==> config.mk <==
export PLATFORM = sky130hd
export DESIGN_NAME = ir_pulse_distance_decoder_unit
export DESIGN_NICKNAME = d
export VERILOG_FILES = /design/src/design/irpd_pkg.sv /design/src/design/ir_pulse_distance_decoder_unit.sv
export SDC_FILE = /design/constraint.sdc
export NUM_CORES = 1
export LEC_CHECK = 0
export BUFFER_PORTS_ARGS = -buffer_cell sky130_fd_sc_hd__buf_2
export CELL_PAD_IN_SITES_DETAIL_PLACEMENT = 0
export CELL_PAD_IN_SITES_GLOBAL_PLACEMENT = 1
export CORE_UTILIZATION = 51
export CTS_BUF_LIST = sky130_fd_sc_hd__clkbuf_4 sky130_fd_sc_hd__clkbuf_8
export DETAILED_ROUTE_END_ITERATION = 12
export PLACE_DENSITY_LB_ADDON = 0.1
export SYNTH_ARGS = -nofsm -noshare
export SYNTH_HDL_FRONTEND = slang
export SYNTH_SLANG_ARGS = --single-unit
==> constraint.sdc <==
create_clock -name clk -period 5.35 [get_ports clk]
set_input_delay 0.8025 -clock clk [delete_from_list [all_inputs] [get_ports clk]]
set_output_delay 0.8025 -clock clk [all_outputs]
set_load 0.03 [all_outputs]
==> src/design/irpd_pkg.sv <==
package irpd_pkg;

  localparam int unsigned NumRegs = 8;
  localparam int unsigned RegIdxW = $clog2(NumRegs);
  localparam int unsigned DurW = 16;

  localparam logic [DurW-1:0] FRAME_END_SPACE = 16'd25000;
  localparam logic [DurW-1:0] HDR_SPACE_MIN = 16'd1500;
  localparam logic [DurW-1:0] HDR_SPACE_MAX = 16'd1950;

  typedef enum logic [RegIdxW-1:0] {
    REG_HDR_PULSE_MIN = 3'd0,
    REG_HDR_PULSE_MAX = 3'd1,
    REG_BIT_PULSE_MIN = 3'd2,
    REG_BIT_PULSE_MAX = 3'd3,
    REG_ONE_SPACE_MIN = 3'd4,
    REG_ONE_SPACE_MAX = 3'd5,
    REG_ZERO_SPACE_MIN = 3'd6,
    REG_ZERO_SPACE_MAX = 3'd7
  } reg_idx_t;

  localparam logic [DurW-1:0] REG_RESET [NumRegs] = '{
    16'd3250, 16'd3650, 16'd375, 16'd800, 16'd1100, 16'd1400, 16'd200, 16'd550
  };

  typedef enum logic [1:0] {
    CMD_PULSE = 2'd0,
    CMD_SPACE = 2'd1,
    CMD_CARRIER = 2'd2,
    CMD_TIMEOUT = 2'd3
  } cmd_t;

  typedef enum logic [1:0] {
    KIND_BYTE = 2'd0,
    KIND_END = 2'd1,
    KIND_ERROR = 2'd2
  } kind_t;

  typedef enum logic [2:0] {
    ERR_SPACE_EARLY = 3'd0,
    ERR_PULSE_EARLY = 3'd1,
    ERR_PULSE_SHORT = 3'd2,
    ERR_PULSE_LONG = 3'd3,
    ERR_NO_HEADER = 3'd4,
    ERR_HDR_IN_FRAME = 3'd5,
    ERR_SPACE_RANGE = 3'd6
  } err_t;

endpackage

==> src/design/ir_pulse_distance_decoder_unit.sv <==
// a word accepted into the input register is decoded there and its result is registered
// in the output register; a word with a result waits while an earlier result is not taken
// throughput: else one event word per cycle, limited by one decode stage and state update
// reset (rst, synchronous): decoder returns to idle, window registers take their defaults,
// input and output registers are emptied
module ir_pulse_distance_decoder_unit (
  input  logic        clk,
  input  logic        rst,
  input  logic        s_tvalid,
  output logic        s_tready,
  input  logic [15:0] s_tdata,   // duration_us
  input  logic [1:0]  s_tuser,   // command
  output logic        m_tvalid,
  input  logic        m_tready,
  output logic [15:0] m_tdata,   // data_byte [7:0], error_code [10:8], zero fill
  output logic [1:0]  m_tuser,   // result_kind
  input  logic        cfg_valid,
  output logic        cfg_ready,
  input  logic [irpd_pkg::RegIdxW-1:0] cfg_index,
  input  logic [irpd_pkg::DurW-1:0]    cfg_data
);

  logic [irpd_pkg::DurW-1:0] regs [irpd_pkg::NumRegs];

  logic                      in_valid;
  irpd_pkg::cmd_t            in_cmd;
  logic [irpd_pkg::DurW-1:0] in_dur;

  logic       expect_pulse, expect_pulse_next;
  logic       awaiting_header, awaiting_header_next;
  logic [7:0] shift_byte, shift_byte_next;
  logic [2:0] bit_count, bit_count_next;

  irpd_pkg::kind_t out_kind;
  logic [7:0]      out_byte;
  irpd_pkg::err_t  out_code;

  logic            has_res;
  irpd_pkg::kind_t res_kind;
  logic [7:0]      res_byte;
  irpd_pkg::err_t  res_code;
  logic            go_idle;
  logic            advance;

  logic hdr_pulse_win, one_win, zero_win, hdr_space_win;
  logic [7:0] bit_mask;

  assign cfg_ready = 1'b1;

  always_ff @(posedge clk) begin
    if (rst) begin
      for (int i = 0; i < irpd_pkg::NumRegs; i++) begin
        regs[i] <= irpd_pkg::REG_RESET[i];
      end
    end else if (cfg_valid && cfg_ready) begin
      regs[cfg_index] <= cfg_data;
    end
  end

  assign hdr_pulse_win = in_dur >= regs[irpd_pkg::REG_HDR_PULSE_MIN] &&
                         in_dur <= regs[irpd_pkg::REG_HDR_PULSE_MAX];
  assign one_win = in_dur >= regs[irpd_pkg::REG_ONE_SPACE_MIN] &&
                   in_dur <= regs[irpd_pkg::REG_ONE_SPACE_MAX];
  assign zero_win = in_dur >= regs[irpd_pkg::REG_ZERO_SPACE_MIN] &&
                    in_dur <= regs[irpd_pkg::REG_ZERO_SPACE_MAX];
  assign hdr_space_win = in_dur >= irpd_pkg::HDR_SPACE_MIN &&
                         in_dur <= irpd_pkg::HDR_SPACE_MAX;
  assign bit_mask = 8'd1 << bit_count;

  // decode of the word held in the input register
  always_comb begin
    has_res = 1'b0;
    res_kind = irpd_pkg::KIND_BYTE;
    res_byte = 8'd0;
    res_code = irpd_pkg::ERR_SPACE_EARLY;
    go_idle = 1'b0;
    expect_pulse_next = expect_pulse;
    awaiting_header_next = awaiting_header;
    shift_byte_next = shift_byte;
    bit_count_next = bit_count;
    case (in_cmd)
      irpd_pkg::CMD_CARRIER: begin
        go_idle = 1'b1;
      end
      irpd_pkg::CMD_TIMEOUT: begin
        go_idle = 1'b1;
        has_res = 1'b1;
        res_kind = irpd_pkg::KIND_END;
      end
      irpd_pkg::CMD_PULSE: begin
        if (!expect_pulse) begin
          has_res = 1'b1;
          res_code = irpd_pkg::ERR_PULSE_EARLY;
        end else if (hdr_pulse_win) begin
          awaiting_header_next = 1'b1;
          expect_pulse_next = 1'b0;
        end else if (in_dur < regs[irpd_pkg::REG_BIT_PULSE_MIN]) begin
          has_res = 1'b1;
          res_code = irpd_pkg::ERR_PULSE_SHORT;
        end else if (in_dur > regs[irpd_pkg::REG_BIT_PULSE_MAX]) begin
          has_res = 1'b1;
          res_code = irpd_pkg::ERR_PULSE_LONG;
        end else begin
          expect_pulse_next = 1'b0;
        end
        if (has_res) begin
          res_kind = irpd_pkg::KIND_ERROR;
          go_idle = 1'b1;
        end
      end
      irpd_pkg::CMD_SPACE: begin
        if (expect_pulse) begin
          has_res = 1'b1;
          res_kind = irpd_pkg::KIND_ERROR;
          res_code = irpd_pkg::ERR_SPACE_EARLY;
          go_idle = 1'b1;
        end else if (in_dur >= irpd_pkg::FRAME_END_SPACE) begin
          has_res = 1'b1;
          res_kind = irpd_pkg::KIND_END;
          go_idle = 1'b1;
        end else if (one_win || zero_win) begin
          if (awaiting_header) begin
            has_res = 1'b1;
            res_kind = irpd_pkg::KIND_ERROR;
            res_code = irpd_pkg::ERR_NO_HEADER;
            go_idle = 1'b1;
          end else begin
            expect_pulse_next = 1'b1;
            shift_byte_next = one_win ? (shift_byte | bit_mask) : shift_byte;
            bit_count_next = bit_count + 3'd1;
            if (bit_count == 3'd7) begin
              has_res = 1'b1;
              res_kind = irpd_pkg::KIND_BYTE;
              res_byte = shift_byte_next;
              shift_byte_next = 8'd0;
            end
          end
        end else if (hdr_space_win) begin
          if (!awaiting_header) begin
            has_res = 1'b1;
            res_kind = irpd_pkg::KIND_ERROR;
            res_code = irpd_pkg::ERR_HDR_IN_FRAME;
            go_idle = 1'b1;
          end else begin
            awaiting_header_next = 1'b0;
            expect_pulse_next = 1'b1;
            shift_byte_next = 8'd0;
            bit_count_next = 3'd0;
          end
        end else begin
          has_res = 1'b1;
          res_kind = irpd_pkg::KIND_ERROR;
          res_code = irpd_pkg::ERR_SPACE_RANGE;
          go_idle = 1'b1;
        end
      end
      default: begin
        go_idle = 1'b1;
      end
    endcase
    if (go_idle) begin
      expect_pulse_next = 1'b1;
      awaiting_header_next = 1'b1;
      shift_byte_next = 8'd0;
      bit_count_next = 3'd0;
    end
  end

  // a word without a result never waits on the output register
  assign advance = in_valid && (!has_res || !m_tvalid || m_tready);
  assign s_tready = !in_valid || advance;

  always_ff @(posedge clk) begin
    if (rst) begin
      in_valid <= 1'b0;
    end else if (s_tready) begin
      in_valid <= s_tvalid;
    end
  end

  always_ff @(posedge clk) begin
    if (s_tvalid && s_tready) begin
      in_cmd <= irpd_pkg::cmd_t'(s_tuser);
      in_dur <= s_tdata;
    end
  end

  always_ff @(posedge clk) begin
    if (rst) begin
      expect_pulse <= 1'b1;
      awaiting_header <= 1'b1;
      shift_byte <= 8'd0;
      bit_count <= 3'd0;
    end else if (advance) begin
      expect_pulse <= expect_pulse_next;
      awaiting_header <= awaiting_header_next;
      shift_byte <= shift_byte_next;
      bit_count <= bit_count_next;
    end
  end

  always_ff @(posedge clk) begin
    if (rst) begin
      m_tvalid <= 1'b0;
    end else if (advance && has_res) begin
      m_tvalid <= 1'b1;
    end else if (m_tready) begin
      m_tvalid <= 1'b0;
    end
  end

  always_ff @(posedge clk) begin
    if (advance && has_res) begin
      out_kind <= res_kind;
      out_byte <= res_byte;
      out_code <= res_code;
    end
  end

  assign m_tuser = out_kind;
  assign m_tdata = {5'd0, out_code, out_byte};

endmodule
### After elaboration in Yosys (flattened, before gate mapping)

Memory sizes are Yosys's and may differ from the RTL's.
Index checks and enable logic that the tools add are counted.

* RAM bits: 128
* input bits: 42
* latch bits: 0
* memory bits (read-only): 0
* register bits: 46
* memories kept: 1

Memory list
* regs: depth 8, bits a word 16, read ports 8, clocked after memory_dff 0, wr ports 8, line ir_pulse_distance_decoder_unit.sv:23 `logic [irpd_pkg::DurW-1:0] regs [irpd_pkg::NumRegs];`

* muxes and demuxes: 81
* reduce and logical (&&, ||, !) cells: 26
* eq/ne operators: 13
* $lt $le $gt $ge: 11
* shift operators: 1
* $add $sub $neg: 1
* divide/modulo/power cells: 0
* bitwise logic cells: 4
* multipliers: 0

Operators with widths (count)
* 8-bit 2-to-1 mux: 10
* 16-bit greater-or-equal comparator: 3
* 16-bit less-or-equal comparator: 3
* 3-bit 2-to-1 mux: 15
* 1-bit 2-to-1 mux: 38
* 2-bit 2-to-1 mux: 11
* 3-bit != test, second input constant: 7
* 16-bit by 11-bit greater-or-equal comparator with 1-bit output, second input constant: 1
* 16-bit by 15-bit greater-or-equal comparator with 1-bit output, second input constant: 1
* 16-bit > comparator: 1
* 16-bit by 11-bit less-or-equal comparator with 1-bit output, second input constant: 1
* 16-bit < comparator: 1
* 16-bit 2-to-1 mux: 1
* 16-bit OR reduction: 1
* 3-bit nonzero test: 3
* 8-bit OR: 1
* 8-bit AND reduction: 1
* 1-bit by 3-bit left shift with 8-bit output, first input constant: 1
* 1-bit logical AND: 7
* 7-bit AND reduction: 1
* 1-bit one-hot mux with 3 select lines: 2
* 2-bit one-hot mux with 3 select lines: 1
* 3-bit one-hot mux with 2 select lines: 1
* 6-bit OR reduction: 1
* 14 further kinds: 24

### Depth between registers and ports, before layout

An unclocked memory read counts as a cell.

* depth in word-level cells: 14
* depth in mapped cells: 11

### Worst setup path before layout

Ideal clock, no wire load.

* kind: flip-flop to output port
* from: register in_dur[0] (netlist bit)
* to: output port s_tready
* stages on the path, launching flop included: 12
* slack: 1.508 ns
* path buffers: 0
* data arrival time: 3.040 ns
* data required time: 4.548 ns
* cells stage by stage: edfxtp_1 inv_1 ha_1 nand2b_1 a2111o_1 a2111oi_2 nor3_1 o32a_1 o31ai_1 a21oi_1 o21ai_1 or2_2

* cells in the longest elaborated chain, start to end: 12

Ends and longest elaborated chain
* from (decl): line ir_pulse_distance_decoder_unit.sv:27 `logic [irpd_pkg::DurW-1:0] in_dur;`
* from (signal assigned): line ir_pulse_distance_decoder_unit.sv:184 `in_dur <= s_tdata;`
* 16-bit > comparator, or another cell as far along: line ir_pulse_distance_decoder_unit.sv:100 `end else if (in_dur > regs[irpd_pkg::REG_BIT_PULSE_MAX]) begin`
* 1-bit 2-to-1 mux, or another cell as far along: line ir_pulse_distance_decoder_unit.sv:100
* 1-bit 2-to-1 mux, or another cell as far along: line ir_pulse_distance_decoder_unit.sv:97 `end else if (in_dur < regs[irpd_pkg::REG_BIT_PULSE_MIN]) begin`
* 1-bit 2-to-1 mux, on equally long branches: line ir_pulse_distance_decoder_unit.sv:94, ir_pulse_distance_decoder_unit.sv:121
* 1-bit 2-to-1 mux, on equally long branches: line ir_pulse_distance_decoder_unit.sv:91, ir_pulse_distance_decoder_unit.sv:117
* 1-bit 2-to-1 mux, on equally long branches: line ir_pulse_distance_decoder_unit.sv:81, ir_pulse_distance_decoder_unit.sv:112
* 1-bit one-hot mux with 3 select lines (*): line ir_pulse_distance_decoder_unit.sv:81 `case (in_cmd)`
* 1-bit logical NOT (*): line ir_pulse_distance_decoder_unit.sv:170 `assign advance = in_valid && (!has_res || !m_tvalid || m_tready);`
* 1-bit logical OR (*) (2 in series): line ir_pulse_distance_decoder_unit.sv:170
* 1-bit logical AND (*): line ir_pulse_distance_decoder_unit.sv:170
* 1-bit logical OR (*): line ir_pulse_distance_decoder_unit.sv:171 `assign s_tready = !in_valid || advance;`
* to (decl): line ir_pulse_distance_decoder_unit.sv:10 `output logic s_tready,`

Mark *: on every way between the ends. The rest lies on a longest branch, timed or not. The select of a mux whose other input is x is not followed.

### Worst setup path after layout

Ends and elaborated chain as after synthesis.

==> impl_metrics.csv <==
group,metric,value,unit
power_and_ir_drop,p_leak,4.71,nW
finish,final_net_count,1160,
yosys,ys_seq_area_share,50.4,%
routing,finalWirelength,26.0,mm
finish,final_cell_mix,"159 x edfxtp_1, 141 x inv_1, 133 x ha_1",
timing,finClkSkew,0.0136,ns
global_routing,antenna_found_initial,1,
clock_tree,cts_hold_buf,0,
setup_path,cp_max_fo,7,
setup_path,critPathArrivalTime,4.12,ns
die,start_util,51.9,%
power_and_ir_drop,pwr-share-clk,29.3,%
routing,drc_errors,0,
timing,hold_viol,0,
yosys,synth_edf_count,159,
timing,fmax,203,MHz
finish,drive_above_1_share,12.0,%
setup_path,rr_worst_depth,11,
placed_design,hpwlAfterDp,19.1,mm
timing,relSlewSlack,30.4,%
routing,drtAntennaViolNets,0,
timing,whs,0.472,ns
yosys,synth_area,10100,um2
yosys,async_flop_share,0,%
timing,setup_violations,0,
yosys,synth-main-ff-cell,"edfxtp_1",
die,die_w,142,um
clock_tree,cts_tree,"done",
hold_path,hold_depth,1,
yosys,synthCells,915,
power_and_ir_drop,comb_power_share,14.7,%
power_and_ir_drop,power_density,259,nW/um2
timing,tns,0,ns
global_routing,grt_pass1_vias,6588,
die,die-area,20300,um2
yosys,synth.avg_cell_area,11.0,um2
routing,vias,6918,
clock_tree,clock_latency,0.47,ns
clock_tree,cts_buffers,17,
die,core,19400,um2
setup_path,cp.required,4.55,ns
yosys,synth_seq_cells,174,
clock_tree,clk_path_buf_depth,2,
power_and_ir_drop,seqPwrFrac,56.0,%
finish,syn_to_final_growth,9.56,%
clock_tree,cts-htree-levels,4,
routing,drt_iter0_drc,456,
die,num_io_pins,63,
timing,rsz0062_at_grt,"no",
global_routing,grt_usage,27.1,%
routing,drtPass1Iterations,7,
finish,final_common_cell,"edfxtp_1",
yosys,ys_warn_count,0,
power_and_ir_drop,internal-power,2.04,mW
global_routing,grt_max_degree,20,
clock_tree,post_cts_resized,0,
placed_design,gp_congestion,0.897,
routing,wl_per_cell,20.6,um
global_routing,grt-ovfl-total,0,
placed_design,numPortBuffers,56,
placed_design,dp_slack,0.964,ns
clock_tree,cts_sinks,174,
routing,post_drt_via_cell_ratio,5.47,
timing,setup_ws,0.426,ns
run,cap_violations,0,
timing,layout_min_cycle_time,4.92,ns
clock_tree,postCtsSetupBuffers,0,
power_and_ir_drop,ir_worst_vdd,0.153,mV
run_status,outcome,"finished clean",
die,num_rows,51,
setup_path,start_kind,"flop",
hold_path,hp-class,"reg2reg",
setup_path,worstSetupEndpointType,"output port",
power_and_ir_drop,p_sw_share,28.7,%
global_routing,grt_pass1_wl,39.0,mm
timing,tightestPinTransition,1.04,ns
clock_tree,clkSlewWorstSetupHoldPaths,0.09,ns
power_and_ir_drop,switching_power,820,uW
timing,drv_slew,0,
setup_path,crit_type,"reg2out",
timing,period_share,92.0,%
yosys,synth.distinct_cells,57,
die,die_y,142,um
clock_tree,ctsRootBufferMaster,"clkbuf_8",
==> area by class of cell <==
class                      count  area [um2]
inverter                     141         529
tap                          265         332
antenna                        2        5.00
timing repair buffer          68         370
fill                        1715        8380
clock buffer                  19         249
multi-input combinational    583        4370
sequential                   174        5070
clock inverter                13        92.6
==> cells in the mapped netlist, drive strengths merged (2+ instances only) <==
cell type / instances / area share, %
or3b: 2 / 0.20
edfxtp: 159 / 47
or4: 2 / 0.15
o211ai: 9 / 0.67
o21ai: 24 / 1.2
ha: 133 / 17
dfxtp: 15 / 3.0
and2: 93 / 5.8
and3: 2 / 0.12
o31a: 4 / 0.35
a211oi: 10 / 0.75
nand3b: 2 / 0.15
nor2: 25 / 0.96
nand3: 15 / 0.75
a221oi: 3 / 0.26
nor4b: 2 / 0.17
inv: 141 / 5.3
nor4: 7 / 0.44
nand2b: 20 / 1.2
conb: 2 / 0.075
nor3: 16 / 0.80
a31o: 3 / 0.26
buf: 6 / 0.45
o41ai: 2 / 0.17
or3: 28 / 1.7
a21oi: 57 / 2.8
o21a: 11 / 0.82
a21o: 6 / 0.45
nand2: 35 / 1.3
a2111o: 2 / 0.22
clkbuf: 15 / 0.56
nor2b: 6 / 0.37
nand4: 21 / 1.3
a311oi: 2 / 0.17
o31ai: 3 / 0.22
nor3b: 2 / 0.20
a21boi: 4 / 0.30
a211o: 3 / 0.26
or2: 10 / 0.62
==> power groups by stage <==
stage / clock network, mW / registers [mW] / logic, mW
floorplan: 0 / 1.62 / 0.266
global placement: 0 / 1.63 / 0.415
detailed placement: 0 / 1.63 / 0.418
CTS: 0.856 / 1.60 / 0.421
global route: 0.896 / 1.61 / 0.472
finish: 0.838 / 1.60 / 0.420
==> critical path, cell delays in order, from the launching register on <==
cell,delay (ns)
edfxtp_1,0.42
inv_1,0.26
ha_1,0.28
nand2b_1,0.14
a2111o_1,0.42
a2111oi_2,0.40
nor3_1,0.10
o32a_1,0.44
o31ai_1,0.47
a21oi_1,0.09
o21ai_1,0.30
or2_2,0.17
buf_2,0.18
==> per-layer routing <==
| layer | global-route usage, % | vias to the layer above | share of wire [%] |
|---|---|---|---|
| li1 | - | 3388 | - |
| met1 | 37.1 | 3327 | 46 |
| met2 | 43.4 | 174 | 46 |
| met3 | 4.37 | 29 | 4.8 |
| met4 | 9.45 | 0 | 2.3 |
| met5 | 0 | - | 0 |
==> cells by family (layout without fill, tap and decap cells) <==
logic type / Yosys count / in the layout / synth area share (%)
multiplexers: 1 / 1 / 0.0995
other: 2 / 8 / 0.0746
adder cells (fa/ha/maj): 133 / 133 / 16.5
AO/OA/AOI/OAI: 153 / 153 / 10.1
AND/OR/NAND/NOR: 290 / 290 / 16.5
buffers and inverters: 162 / 241 / 6.27
flip-flops: 174 / 174 / 50.4
==> stage by stage <==
step | utilization (%) | cells | power, mW | cell area (um2)
CTS | 56.8 | 1263 | 2.88 | 11000
global placement | 55.0 | 1231 | 2.05 | 10700
finish | 56.8 | 1265 | 2.86 | 11000
detailed placement | 55.0 | 1231 | 2.05 | 10700
floorplan | - | 919 | 1.89 | 10100
global route | 56.8 | 1263 | 2.98 | 11000
==> state kept, by name, indices dropped and copies added (netlist names), 2 cells and up <==
name and cells:
regs 128, in_dur 16, out_byte 8, shift_byte 8, bit_count 3, out_code 3, in_cmd 2, m_tuser 2
==> final timing paths <==
path	slack (ns)	from	endpoint
worst max-delay path	0.43	in_dur[0]	s_tready
worst max register to register	1.06	in_dur[0]	out_byte[0]
worst min register to register	0.47	shift_byte[7]	shift_byte[7]
worst min-delay path	0.47	shift_byte[7]	shift_byte[7]
Power figures use the tool's default switching activity.
